File: config.mk
export PLATFORM = sky130hd
export DESIGN_NAME = speed_pulse_frequency_scaler_flat
export DESIGN_NICKNAME = d
export VERILOG_FILES = /design/src/spfs_pkg.sv /design/src/spfs_in_if.sv /design/src/spfs_out_if.sv /design/src/speed_pulse_frequency_scaler.sv /design/src/flat_wrapper.sv
export VERILOG_INCLUDE_DIRS = /design/src /design/src/src
export SDC_FILE = /design/constraint.sdc
export NUM_CORES = 1
export LEC_CHECK = 0
export BUFFER_PORTS_ARGS = -buffer_cell sky130_fd_sc_hd__clkbuf_2
export CORE_ASPECT_RATIO = 0.75
export CORE_MARGIN = 1.5
export CORE_UTILIZATION = 50
export CTS_CLUSTER_DIAMETER = 120
export DETAILED_ROUTE_END_ITERATION = 10
export MAX_ROUTING_LAYER = met4
export PLACE_DENSITY_LB_ADDON = 0.3
export SYNTH_ARGS = -nofsm -noshare
export SYNTH_HDL_FRONTEND = slang
export SYNTH_SLANG_ARGS = --single-unit
File: constraint.sdc
create_clock -name i_clk -period 8.8 [get_ports i_clk]
set_input_delay 2.64 -clock i_clk [delete_from_list [all_inputs] [get_ports i_clk]]
set_output_delay 2.64 -clock i_clk [all_outputs]
set_load 0.01 [all_outputs]
File: src/speed_pulse_frequency_scaler_assert.svh
// assertion macros used by the rtl
`ifndef SPEED_PULSE_FREQUENCY_SCALER_ASSERT_SVH
`define SPEED_PULSE_FREQUENCY_SCALER_ASSERT_SVH

// same-cycle implication, disabled while reset is asserted
`define SPFS_ASSERT_NOW(label, clk, rst_n, ante, cons) \
    label: assert property (@(posedge clk) disable iff (!(rst_n)) (ante) |-> (cons)) \
        else $error("spfs assertion failed");

// next-cycle implication, disabled while reset is asserted
`define SPFS_ASSERT_NEXT(label, clk, rst_n, ante, cons) \
    label: assert property (@(posedge clk) disable iff (!(rst_n)) (ante) |=> (cons)) \
        else $error("spfs assertion failed");

`endif

File: src/spfs_pkg.sv
`default_nettype none

package spfs_pkg;

    localparam int COUNT_WIDTH_DEF = 24;
    localparam int SAMPLE_WIDTH    = 16;

    localparam logic [SAMPLE_WIDTH-1:0] WINDOW_RESET = 16'd100;
    localparam logic [SAMPLE_WIDTH-1:0] WINDOW_MIN   = 16'd1;

    // remainder of 4*period/5, tracked incrementally
    localparam logic [2:0] REM_ZERO = 3'd0;
    localparam logic [2:0] REM_MAX  = 3'd4;

    typedef struct packed {
        logic out_level;
        logic window_end;
    } t_result;

endpackage

`default_nettype wire

File: src/spfs_in_if.sv
`default_nettype none

interface spfs_in_if;
    logic valid;
    logic ready;
    logic sense_level;
    logic switch_level;

    modport source (output valid, output sense_level, output switch_level, input ready);
    modport sink   (input valid, input sense_level, input switch_level, output ready);
endinterface

`default_nettype wire

File: src/spfs_out_if.sv
`default_nettype none

interface spfs_out_if;
    logic valid;
    logic ready;
    logic out_level;
    logic window_end;

    modport source (output valid, output out_level, output window_end, input ready);
    modport sink   (input valid, input out_level, input window_end, output ready);
endinterface

`default_nettype wire

File: src/speed_pulse_frequency_scaler.sv
// speed pulse frequency scaler
// i_in (spfs_in_if sink): one beat per sensor pin sample, carrying the pin
//   level and the mode switch level; a beat is taken when valid and ready
//   are both high at a rising edge of i_clk
// o_out (spfs_out_if source): exactly one result beat per input beat, in
//   order: the open-drain output level after that sample and a flag that
//   the sample closed a window
// i_cfg_we / i_cfg_wdata: window length in samples, written while idle;
//   a length of zero behaves as one
// result: valid the cycle after its sample, unless held back in the skid register
// throughput: one sample per cycle while ready is high; all window, period and
//   half-period updates happen in the cycle the sample is taken, the 4/5 scaling
//   comes from a quotient/remainder pair kept in step with the period counter
// stall: results go to an output register backed by a skid register, so a
//   new beat is still taken while a result waits; ready drops only when both
//   hold a result, and rises again once the receiver takes one
// reset (i_rst_n, synchronous, active low): window length back to 100, all
//   counters cleared, output released high, both result registers empty
`default_nettype none

module speed_pulse_frequency_scaler #(
    parameter int COUNT_WIDTH = spfs_pkg::COUNT_WIDTH_DEF
) (
    input  wire logic                            i_clk,
    input  wire logic                            i_rst_n,
    input  wire logic                            i_cfg_we,
    input  wire logic [spfs_pkg::SAMPLE_WIDTH-1:0] i_cfg_wdata,
    spfs_in_if.sink                              i_in,
    spfs_out_if.source                           o_out
);
    import spfs_pkg::*;

    // width of 4*period, used only for checking the quotient tracking
    localparam int PROD_WIDTH = COUNT_WIDTH + 3;

    // configuration
    logic [SAMPLE_WIDTH-1:0] r_window_samples;

    // window and measurement state
    logic [SAMPLE_WIDTH-1:0] r_sample_count, n_sample_count;
    logic                    r_low_seen, n_low_seen;
    logic                    r_last_high, n_last_high;
    logic [COUNT_WIDTH-1:0]  r_period, n_period;
    logic [COUNT_WIDTH-1:0]  r_quot, n_quot;     // floor(4*period/5)
    logic [2:0]              r_rem, n_rem;       // 4*period mod 5
    logic [COUNT_WIDTH-1:0]  r_half_count, n_half_count;
    logic [COUNT_WIDTH-1:0]  r_half_period, n_half_period;
    logic                    r_edge, n_edge;
    logic                    r_miss, n_miss;     // one half period passed with no edge
    logic                    r_drive, n_drive;

    // result registers
    logic    r_out_valid, r_skid_valid;
    t_result r_out, r_skid;

    // per-beat combinational terms
    logic                    accept, take;
    logic [SAMPLE_WIDTH-1:0] limit, cnt_inc;
    logic                    low_now, ended;
    logic                    period_sat, half_sat;
    logic [COUNT_WIDTH-1:0]  period_adv, half_adv;
    logic [COUNT_WIDTH-1:0]  quot_adv;
    logic [2:0]              rem_adv;
    logic                    latch, edge_now, event_hit;
    logic [COUNT_WIDTH-1:0]  period_latched;
    t_result                 result;

    assign accept = i_in.valid && i_in.ready;
    assign take   = r_out_valid && o_out.ready;

    // a zero length closes a window on every sample
    assign limit   = (r_window_samples == '0) ? WINDOW_MIN : r_window_samples;
    assign cnt_inc = r_sample_count + WINDOW_MIN;
    assign low_now = r_low_seen || !i_in.sense_level;
    assign ended   = (cnt_inc >= limit) || (cnt_inc == '0);

    // saturating window counters
    assign period_sat = &r_period;
    assign half_sat   = &r_half_count;
    assign period_adv = period_sat ? r_period : r_period + COUNT_WIDTH'(1);
    assign half_adv   = half_sat ? r_half_count : r_half_count + COUNT_WIDTH'(1);

    // 4*(period+1) = 5*quot + rem + 4, so the quotient steps when rem is nonzero
    always_comb begin
        if (period_sat) begin
            quot_adv = r_quot;
            rem_adv  = r_rem;
        end else if (r_rem == REM_ZERO) begin
            quot_adv = r_quot;
            rem_adv  = REM_MAX;
        end else begin
            quot_adv = r_quot + COUNT_WIDTH'(1);
            rem_adv  = r_rem - 3'd1;
        end
    end

    // high window followed by a low window latches a new half period
    assign latch          = low_now && r_last_high;
    assign period_latched = i_in.switch_level ? quot_adv : (period_adv >> 1);
    assign edge_now       = r_edge || latch;

    always_comb begin
        n_half_period = latch ? period_latched : r_half_period;
        event_hit     = half_adv >= n_half_period;
    end

    always_comb begin
        n_sample_count = cnt_inc;
        n_low_seen     = low_now;
        n_last_high    = r_last_high;
        n_period       = r_period;
        n_quot         = r_quot;
        n_rem          = r_rem;
        n_half_count   = r_half_count;
        n_edge         = r_edge;
        n_miss         = r_miss;
        n_drive        = r_drive;
        if (ended) begin
            n_sample_count = '0;
            n_low_seen     = 1'b0;
            n_last_high    = !low_now;
            n_period       = latch ? '0 : period_adv;
            n_quot         = latch ? '0 : quot_adv;
            n_rem          = latch ? REM_ZERO : rem_adv;
            n_half_count   = event_hit ? '0 : half_adv;
            n_edge         = event_hit ? 1'b0 : edge_now;
            if (event_hit) begin
                if (edge_now) begin
                    n_miss  = 1'b0;
                    n_drive = !r_drive;
                end else if (r_miss) begin
                    // second half period without an edge: release the line
                    n_miss  = 1'b1;
                    n_drive = 1'b1;
                end else begin
                    n_miss  = 1'b1;
                    n_drive = !r_drive;
                end
            end
        end
    end

    assign result.out_level  = n_drive;
    assign result.window_end = ended;

    always_ff @(posedge i_clk) begin
        if (!i_rst_n) begin
            r_window_samples <= WINDOW_RESET;
        end else if (i_cfg_we) begin
            r_window_samples <= i_cfg_wdata;
        end
    end

    always_ff @(posedge i_clk) begin
        if (!i_rst_n) begin
            r_sample_count <= '0;
            r_low_seen     <= 1'b0;
            r_last_high    <= 1'b1;
            r_period       <= '0;
            r_quot         <= '0;
            r_rem          <= REM_ZERO;
            r_half_count   <= '0;
            r_half_period  <= '0;
            r_edge         <= 1'b0;
            r_miss         <= 1'b0;
            r_drive        <= 1'b1;
        end else if (accept) begin
            r_sample_count <= n_sample_count;
            r_low_seen     <= n_low_seen;
            if (ended) begin
                r_last_high   <= n_last_high;
                r_period      <= n_period;
                r_quot        <= n_quot;
                r_rem         <= n_rem;
                r_half_count  <= n_half_count;
                r_half_period <= n_half_period;
                r_edge        <= n_edge;
                r_miss        <= n_miss;
                r_drive       <= n_drive;
            end
        end
    end

    // output register with skid register behind it
    always_ff @(posedge i_clk) begin
        if (!i_rst_n) begin
            r_out_valid  <= 1'b0;
            r_skid_valid <= 1'b0;
        end else if (take) begin
            if (r_skid_valid) begin
                r_skid_valid <= 1'b0;
            end else begin
                r_out_valid <= accept;
            end
        end else if (accept) begin
            if (r_out_valid) begin
                r_skid_valid <= 1'b1;
            end else begin
                r_out_valid <= 1'b1;
            end
        end
    end

    always_ff @(posedge i_clk) begin
        if (take && r_skid_valid) begin
            r_out <= r_skid;
        end else if (accept && (take || !r_out_valid)) begin
            r_out <= result;
        end
        if (accept && r_out_valid && !take) begin
            r_skid <= result;
        end
    end

    assign i_in.ready       = !r_skid_valid;
    assign o_out.valid      = r_out_valid;
    assign o_out.out_level  = r_out.out_level;
    assign o_out.window_end = r_out.window_end;

    `include "speed_pulse_frequency_scaler_assert.svh"

    `SPFS_ASSERT_NOW(a_skid_behind_out, i_clk, i_rst_n, r_skid_valid, r_out_valid)
    `SPFS_ASSERT_NEXT(a_accept_fills_out, i_clk, i_rst_n, accept, r_out_valid)
    `SPFS_ASSERT_NOW(a_rem_range, i_clk, i_rst_n, 1'b1, r_rem <= REM_MAX)
    `SPFS_ASSERT_NOW(a_quot_tracks_period, i_clk, i_rst_n, 1'b1,
        (PROD_WIDTH'(r_period) << 2) == (PROD_WIDTH'(r_quot) * PROD_WIDTH'(5) + PROD_WIDTH'(r_rem)))

endmodule

`default_nettype wire

File: src/flat_wrapper.sv
// flat-port wrapper written by rule: the top's interface ports become plain ports
module speed_pulse_frequency_scaler_flat import spfs_pkg::*;
#(
    parameter int COUNT_WIDTH = spfs_pkg::COUNT_WIDTH_DEF
)
  (i_clk, i_rst_n, i_cfg_we, i_cfg_wdata, i_in_valid, i_in_sense_level, i_in_switch_level, i_in_ready, o_out_valid, o_out_out_level, o_out_window_end, o_out_ready);
  spfs_in_if i_in_i ();
  spfs_out_if o_out_i ();
  input  wire logic i_clk;
  input  wire logic i_rst_n;
  input  wire logic i_cfg_we;
  input  wire logic [spfs_pkg::SAMPLE_WIDTH-1:0] i_cfg_wdata;
  input wire logic [$bits(i_in_i.valid)-1:0] i_in_valid;
  input wire logic [$bits(i_in_i.sense_level)-1:0] i_in_sense_level;
  input wire logic [$bits(i_in_i.switch_level)-1:0] i_in_switch_level;
  output wire logic [$bits(i_in_i.ready)-1:0] i_in_ready;
  output wire logic [$bits(o_out_i.valid)-1:0] o_out_valid;
  output wire logic [$bits(o_out_i.out_level)-1:0] o_out_out_level;
  output wire logic [$bits(o_out_i.window_end)-1:0] o_out_window_end;
  input wire logic [$bits(o_out_i.ready)-1:0] o_out_ready;
  assign i_in_i.valid = i_in_valid;
  assign i_in_i.sense_level = i_in_sense_level;
  assign i_in_i.switch_level = i_in_switch_level;
  assign i_in_ready = i_in_i.ready;
  assign o_out_valid = o_out_i.valid;
  assign o_out_out_level = o_out_i.out_level;
  assign o_out_window_end = o_out_i.window_end;
  assign o_out_i.ready = o_out_ready;
  speed_pulse_frequency_scaler #(.COUNT_WIDTH(COUNT_WIDTH)) u_core (.i_clk(i_clk), .i_rst_n(i_rst_n), .i_cfg_we(i_cfg_we), .i_cfg_wdata(i_cfg_wdata), .i_in(i_in_i), .o_out(o_out_i));
endmodule
=== After elaboration in Yosys (flattened, before gate mapping) ===
Cells that the tools add are included.
W data, S select, Z words.

* Add/subtract/negate cells: 5
* Order comparisons: 2
* Equality and inequality tests: 2
* Muxes and demuxes: 26
* Bitwise operators: 1
* Reduce and logical (&&, ||, !) cells: 30

{| class="wikitable"
|+ Operator list
! operator !! count
|-
| $mux W24 || 9
|-
| $add A24 B1 Y24 const B || 3
|-
| $reduce_and A24 Y1 || 2
|-
| $logic_not A16 Y1 || 2
|-
| $mux W16 || 2
|-
| $ge A24 B24 Y1 || 1
|-
| $add A16 B1 Y16 const B || 1
|-
| $ge A16 B16 Y1 || 1
|-
| $mux W1 || 10
|-
| $mux W3 || 3
|-
| $logic_and A1 B1 Y1 || 7
|-
| $logic_not A1 Y1 || 6
|-
| $reduce_and A2 Y1 || 3
|-
| $reduce_and A3 Y1 || 2
|-
| $logic_or A1 B1 Y1 || 4
|-
| $mux W2 || 2
|-
| $ne A2 B2 Y1 const B || 2
|-
| $reduce_bool A2 Y1 || 2
|-
| $logic_not A3 Y1 || 1
|-
| $sub A3 B1 Y3 const B || 1
|-
| $reduce_or A2 Y1 || 1
|-
| $not A1 Y1 || 1
|}

* Register bits after elaboration: 142
* Input port bits: 23
* Output and inout port bits: 4
* Logic and storage cells: 85

=== Longest topological paths before layout ===
* Depth after elaboration: 10
* Mapped depth: 19

=== Worst setup path before layout ===
No wires, ideal clock.

* Path kind: in2reg
* From: input port i_in_sense_level
* To: register u_core.r_half_count[16]
* Setup time: 74 ps
* Arrival: 5,641 ps
* Slack: 3,084 ps
* Stages: 15
* Cell sequence: nand2b_1 -> and2_1 -> clkbuf_1 -> clkbuf_1 -> nor2_1 -> a221o_1 -> ha_1 -> a211oi_1 -> o21ai_0 -> o211ai_1 -> a32oi_1 -> or2_2 -> clkbuf_1 -> or4_1 -> a31oi_1

* Cells in the longest elaborated chain, start to end: 6

{| class="wikitable"
|+ RTL lines
! item !! line !! source
|-
| start, declared || flat_wrapper.sv:14 || <nowiki>input wire logic [$bits(i_in_i.sense_level)-1:0] i_in_sense_level;</nowiki>
|-
| $logic_not A1 Y1 || speed_pulse_frequency_scaler.sv:74 || <nowiki>assign low_now = r_low_seen || !i_in.sense_level;</nowiki>
|-
| $logic_or A1 B1 Y1 || speed_pulse_frequency_scaler.sv:74 ||
|-
| $logic_and A1 B1 Y1 || speed_pulse_frequency_scaler.sv:98 || <nowiki>assign latch = low_now && r_last_high;</nowiki>
|-
| $mux W24 || speed_pulse_frequency_scaler.sv:103 || <nowiki>n_half_period = latch ? period_latched : r_half_period;</nowiki>
|-
| $ge A24 B24 Y1 || speed_pulse_frequency_scaler.sv:104 || <nowiki>event_hit = half_adv >= n_half_period;</nowiki>
|-
| $mux W24 || speed_pulse_frequency_scaler.sv:125 || <nowiki>n_half_count = event_hit ? '0 : half_adv;</nowiki>
|-
| end signal, assigned || speed_pulse_frequency_scaler.sv:175 || <nowiki>r_half_count <= n_half_count;</nowiki>
|-
| end, declared || speed_pulse_frequency_scaler.sv:46 || <nowiki>logic [COUNT_WIDTH-1:0] r_half_count, n_half_count;</nowiki>
|}

Every way passes these cells.
A chain may end at the register's enable or synchronous reset.

=== Final worst setup path ===
* From: input port i_in_sense_level
* To: register u_core.r_half_count[13]

Same word-level chain as after synthesis.

==> implementation parameters <==
Parameter                              Value

Timing
  Final Skew ... 0.009512 ns
  Fin. max-slew vios ... 0
  Final worst path period share ... 72.26%
  Fin crit period ... 6.359 ns
  Worst-case headroom to the max-slew limit ... 12.92%
  Pin slew with the least headroom to its limit ... 1.304 ns
  Worst Hold Margin ... 0.4828 ns
  Final WS setup ... 2.441 ns
  Unrepaired setup endpoints after global routing ... false
  Highest achievable clock rate ... 157.3 MHz
  # setup viols final ... 0
  Total Negative Setup Slacks ... 0 ns
  Final Hold Vio Count ... 0

Outcome
  Outcome ... finished, final reports clean

Cells and area
  Total number of nets in the final design ... 1,211
  Area occupied by multi-input gates ... 5731 sq um
  Area overhead of the layout relative to synthesis ... 9.481%
  Total of fill cells in the finished design ... 1,646
  Antenna diode count ... 0
  Layout cells sized above 1 ... 8.211%
  Sequential standard cell area ... 2883 sq um
  Final Cell Area ... 9897 sq um

Logic synthesis
  Cells after Synth ... 1,164
  Net count after synthesis ... 1,231
  Primary flip-flop cell chosen by synthesis mapping ... sky130_fd_sc_hd__dfxtp_1
  Fraction of the yosys area taken by sequential cells ... 31.89%
  Synthesis-stage register bit count ... 142
  Synthesized-area fraction occupied by xor and xnor cells ... 6.782%
  Largest family of logic cells by synthesized area ... simple AND/OR/NAND/NOR gates
  Fraction of synthesis flops using an asynchronous set or reset pin ... 0%
  Adder and majority gate portion of the synthesized area ... 6.090%
  Count of yosys warnings during synthesis ... 0
  Post-synthesis area per instance ... 7.766 sq um
  Compound-Gate Fraction of Synth Area ... 21.77%
  Fraction of the mapped netlist area in simple logic gates ... 25.73%
  Synthesized cell area ... 9040 sq um
  Number of synthesized flops with an enable pin ... 4
  Post-synthesis mux area share ... 2.685%
  Unique cell type count in the Yosys netlist ... 70

Place
  Total of buffers placed on input and output ports ... 26
  Total half-perimeter wirelength after legalization and detailed placement ... 16,770 um
  Instance area at placement ... 9268 sq um
  Placer Congestion ... 0.9092
  Pre-CTS setup slack ... 2.092 ns

GRT
  Total grt overflow ... 0
  Overall global routing resource usage ... 27.78%
  Antenna violations before repair ... 0
  Wire length of the first global-routing pass ... 40,540 um
  Largest net degree at the start of global routing ... 86
  Vias in the first global route ... 7,808

Routing
  Vias/cell ... 6.214
  Routed WL per cell ... 17.78 um
  Total number of vias ... 8,693
  Final wirelength ... 24,880 um
  1st-iter DRT viols ... 927
  Number of detailed-route iterations in the first pass ... 7
  Post-detailed-route DRC marker count ... 0
  Antenna viol nets, final ... 0

Floorplan
  Vertical die dimension ... 119.4 um
  Num rows ... 42
  Number of placed I/O pins ... 27
  Initial Utilization ... 51.20%
  DIE AREA ... 18,900 sq um
  Area of the core ... 17,660 sq um
  Die outline width ... 158.3 um

Power
  Worst ir drop on vdd ... 0.1006 mV
  Power density normalized to cell area ... 154.7 nW/um^2
  Total chip power ... 1.532 mW
  Pleak ... 3.538 nW

Clock network
  CTS buffer count ... 17
  Root Buffer ... sky130_fd_sc_hd__clkbuf_16
  Clock-pin slew on the worst setup and hold paths ... 0.05 ns
  CTS-repair resized insts ... 0
  Clock Latency Late Sink ... 0.43 ns
  Clock net sink count ... 142
  Total of hold buffers inserted after clock tree synthesis ... 0
  TritonCTS clock tree ... yes
  H-tree levels ... 4
  Max clock buf depth ... 2
  Number of buffers inserted by post-CTS setup repair ... 0

Critical path
  CP max FO ... 30
  CP Launch Type ... input port
  Setup slack on the worst flop-to-flop path ... 3.52 ns
  Sequence of cells on the critical path ... clkbuf_2 > nand2b_1 > nand2_2 > nor2_1 > a221oi_1 > ha_1 > a2111oi_0 > o21ai_0 > o2111ai_1 > a21oi_1 > or2_2 > or4_1 > a31oi_1
  Crit path DAT ... 6.71 ns
  Data required time at the worst endpoint ... 9.15 ns
  Crit path largest cell delay ... 0.95 ns
  Slowest-stage cell, CP ... sky130_fd_sc_hd__nor2_1
  Crit Path Class ... input port to flop
  Crit. End Element ... flop

Run
  Max-capacitance violation count ... 0

Min path
  Hold crit path type ... flop to flop
==> area by class of cell <==
class                           count  share of cell area (%)
Clock inverter                      9                   1.327
Tap cell                          242                   3.059
Multi-Input combinational cell    911                   57.90
Sequential cell                   142                   29.13
Inverter                           33                   1.252
Timing Repair Buffer               39                   2.301
Clock buffer                       23                   5.032
==> path summary, 6_finish.rpt <==
check / start / endpoint / cells past startpoint
max reg2reg: u_core.r_period[16]$_SDFFE_PN0P_ / u_core.r_half_count[13]$_SDFFE_PN0P_ / 13
min reg2reg: u_core.r_half_count[10]$_SDFFE_PN0P_ / u_core.r_half_count[10]$_SDFFE_PN0P_ / 2
min: u_core.r_half_count[10]$_SDFFE_PN0P_ / u_core.r_half_count[10]$_SDFFE_PN0P_ / 2
max: i_in_sense_level / u_core.r_half_count[13]$_SDFFE_PN0P_ / 13
==> kinds of logic (layout without fill, tap and decap cells) <==
kind of cell    count (synthesis)  count (layout)
buf+inv                       111             104
fa+ha+maj                      44              44
simple gates                  459             459
compound gates                314             314
flops                         142             142
xor+xnor                       70              70
mux                            24              24
==> cell usage in the layout, fill, tap and decap left out, drive strengths merged, types with 7 or more instances in the layout <==
cell type	netlist	final
o22ai	14	14
o21a	11	11
clkbuf	54	49
xor2	32	32
nor2	88	88
nand3	72	72
buf	24	13
a221oi	7	7
or2	7	7
nor4	17	17
o21ai	75	75
nand2	128	128
nand4	29	29
a211oi	10	10
nor3	21	21
a31oi	15	15
mux2i	22	22
ha	44	44
or3	26	26
a21oi	111	111
and3	12	12
xnor2	38	38
inv	33	33
or4	34	34
o211ai	14	14
dfxtp	138	138
==> metal layers <==
metal | global-route usage (%) | wire length [um]
met5 | - | 0
met2 | 38.67 | 10510
met3 | 6.186 | 1896
met4 | 7.243 | 335
met1 | 40.20 | 12140
==> worst max-delay path: cells and delay by family <==
kind | cells | cell delay (ns)
AOI/OAI and AO/OA | 6 | 1.18
adders and majority gates | 1 | 0.38
buffers and inverters | 1 | 0.09
and+or+nand+nor | 5 | 2.41
==> where the power goes <==
group / leakage, nW / switching (mW) / internal (mW)
logic: 2.09 / 0.0686 / 0.0306
registers: 1.15 / 0.00562 / 0.653
clock network: 0.301 / 0.291 / 0.483
==> Yosys cell counts, types with 15 or more instances <==
cell type                  count  area, sq um
sky130_fd_sc_hd__ha_1         44        550.5
sky130_fd_sc_hd__nor2_1       88        330.3
sky130_fd_sc_hd__nor3_1       21        105.1
sky130_fd_sc_hd__o21ai_0      71        355.3
sky130_fd_sc_hd__a31oi_1      15        93.84
sky130_fd_sc_hd__nand4_1      28        175.2
sky130_fd_sc_hd__nor4_1       16        100.1
sky130_fd_sc_hd__nand2_1     128        480.5
sky130_fd_sc_hd__mux2i_1      22        220.2
sky130_fd_sc_hd__buf_2        17        85.08
sky130_fd_sc_hd__xnor2_1      38        332.8
sky130_fd_sc_hd__inv_1        33        123.9
sky130_fd_sc_hd__or3_1        26        162.7
sky130_fd_sc_hd__a21oi_1     110        550.5
sky130_fd_sc_hd__clkbuf_1     54        202.7
sky130_fd_sc_hd__dfxtp_1     138         2763
sky130_fd_sc_hd__xor2_1       32        280.3
sky130_fd_sc_hd__nand3_1      71        355.3
sky130_fd_sc_hd__or4_1        34        255.2
==> state kept, by name (all words and copies together) (netlist names) <==
signal                   flops
u_core.r_quot               24
u_core.r_window_samples     16
u_core.r_period             24
u_core.o_out.valid           1
u_core.r_half_count         24
u_core.r_edge                1
u_core.o_out.window_end      1
u_core.o_out.out_level       1
u_core.r_drive               1
u_core.r_half_period        24
u_core.r_miss                1
u_core.r_low_seen            1
u_core.r_skid                2
u_core.r_last_high           1
u_core.r_sample_count       16
u_core.r_skid_valid          1
u_core.r_rem                 3
==> metrics by stage <==
step	util (%)	std cells
after floorplan	-	1164
after CTS	56.05	1399
after detailed placement	52.49	1367
after global routing	56.05	1399
final	56.05	1399
after global placement	52.49	1367
Note: power is estimated with default switching activity, not from simulation.
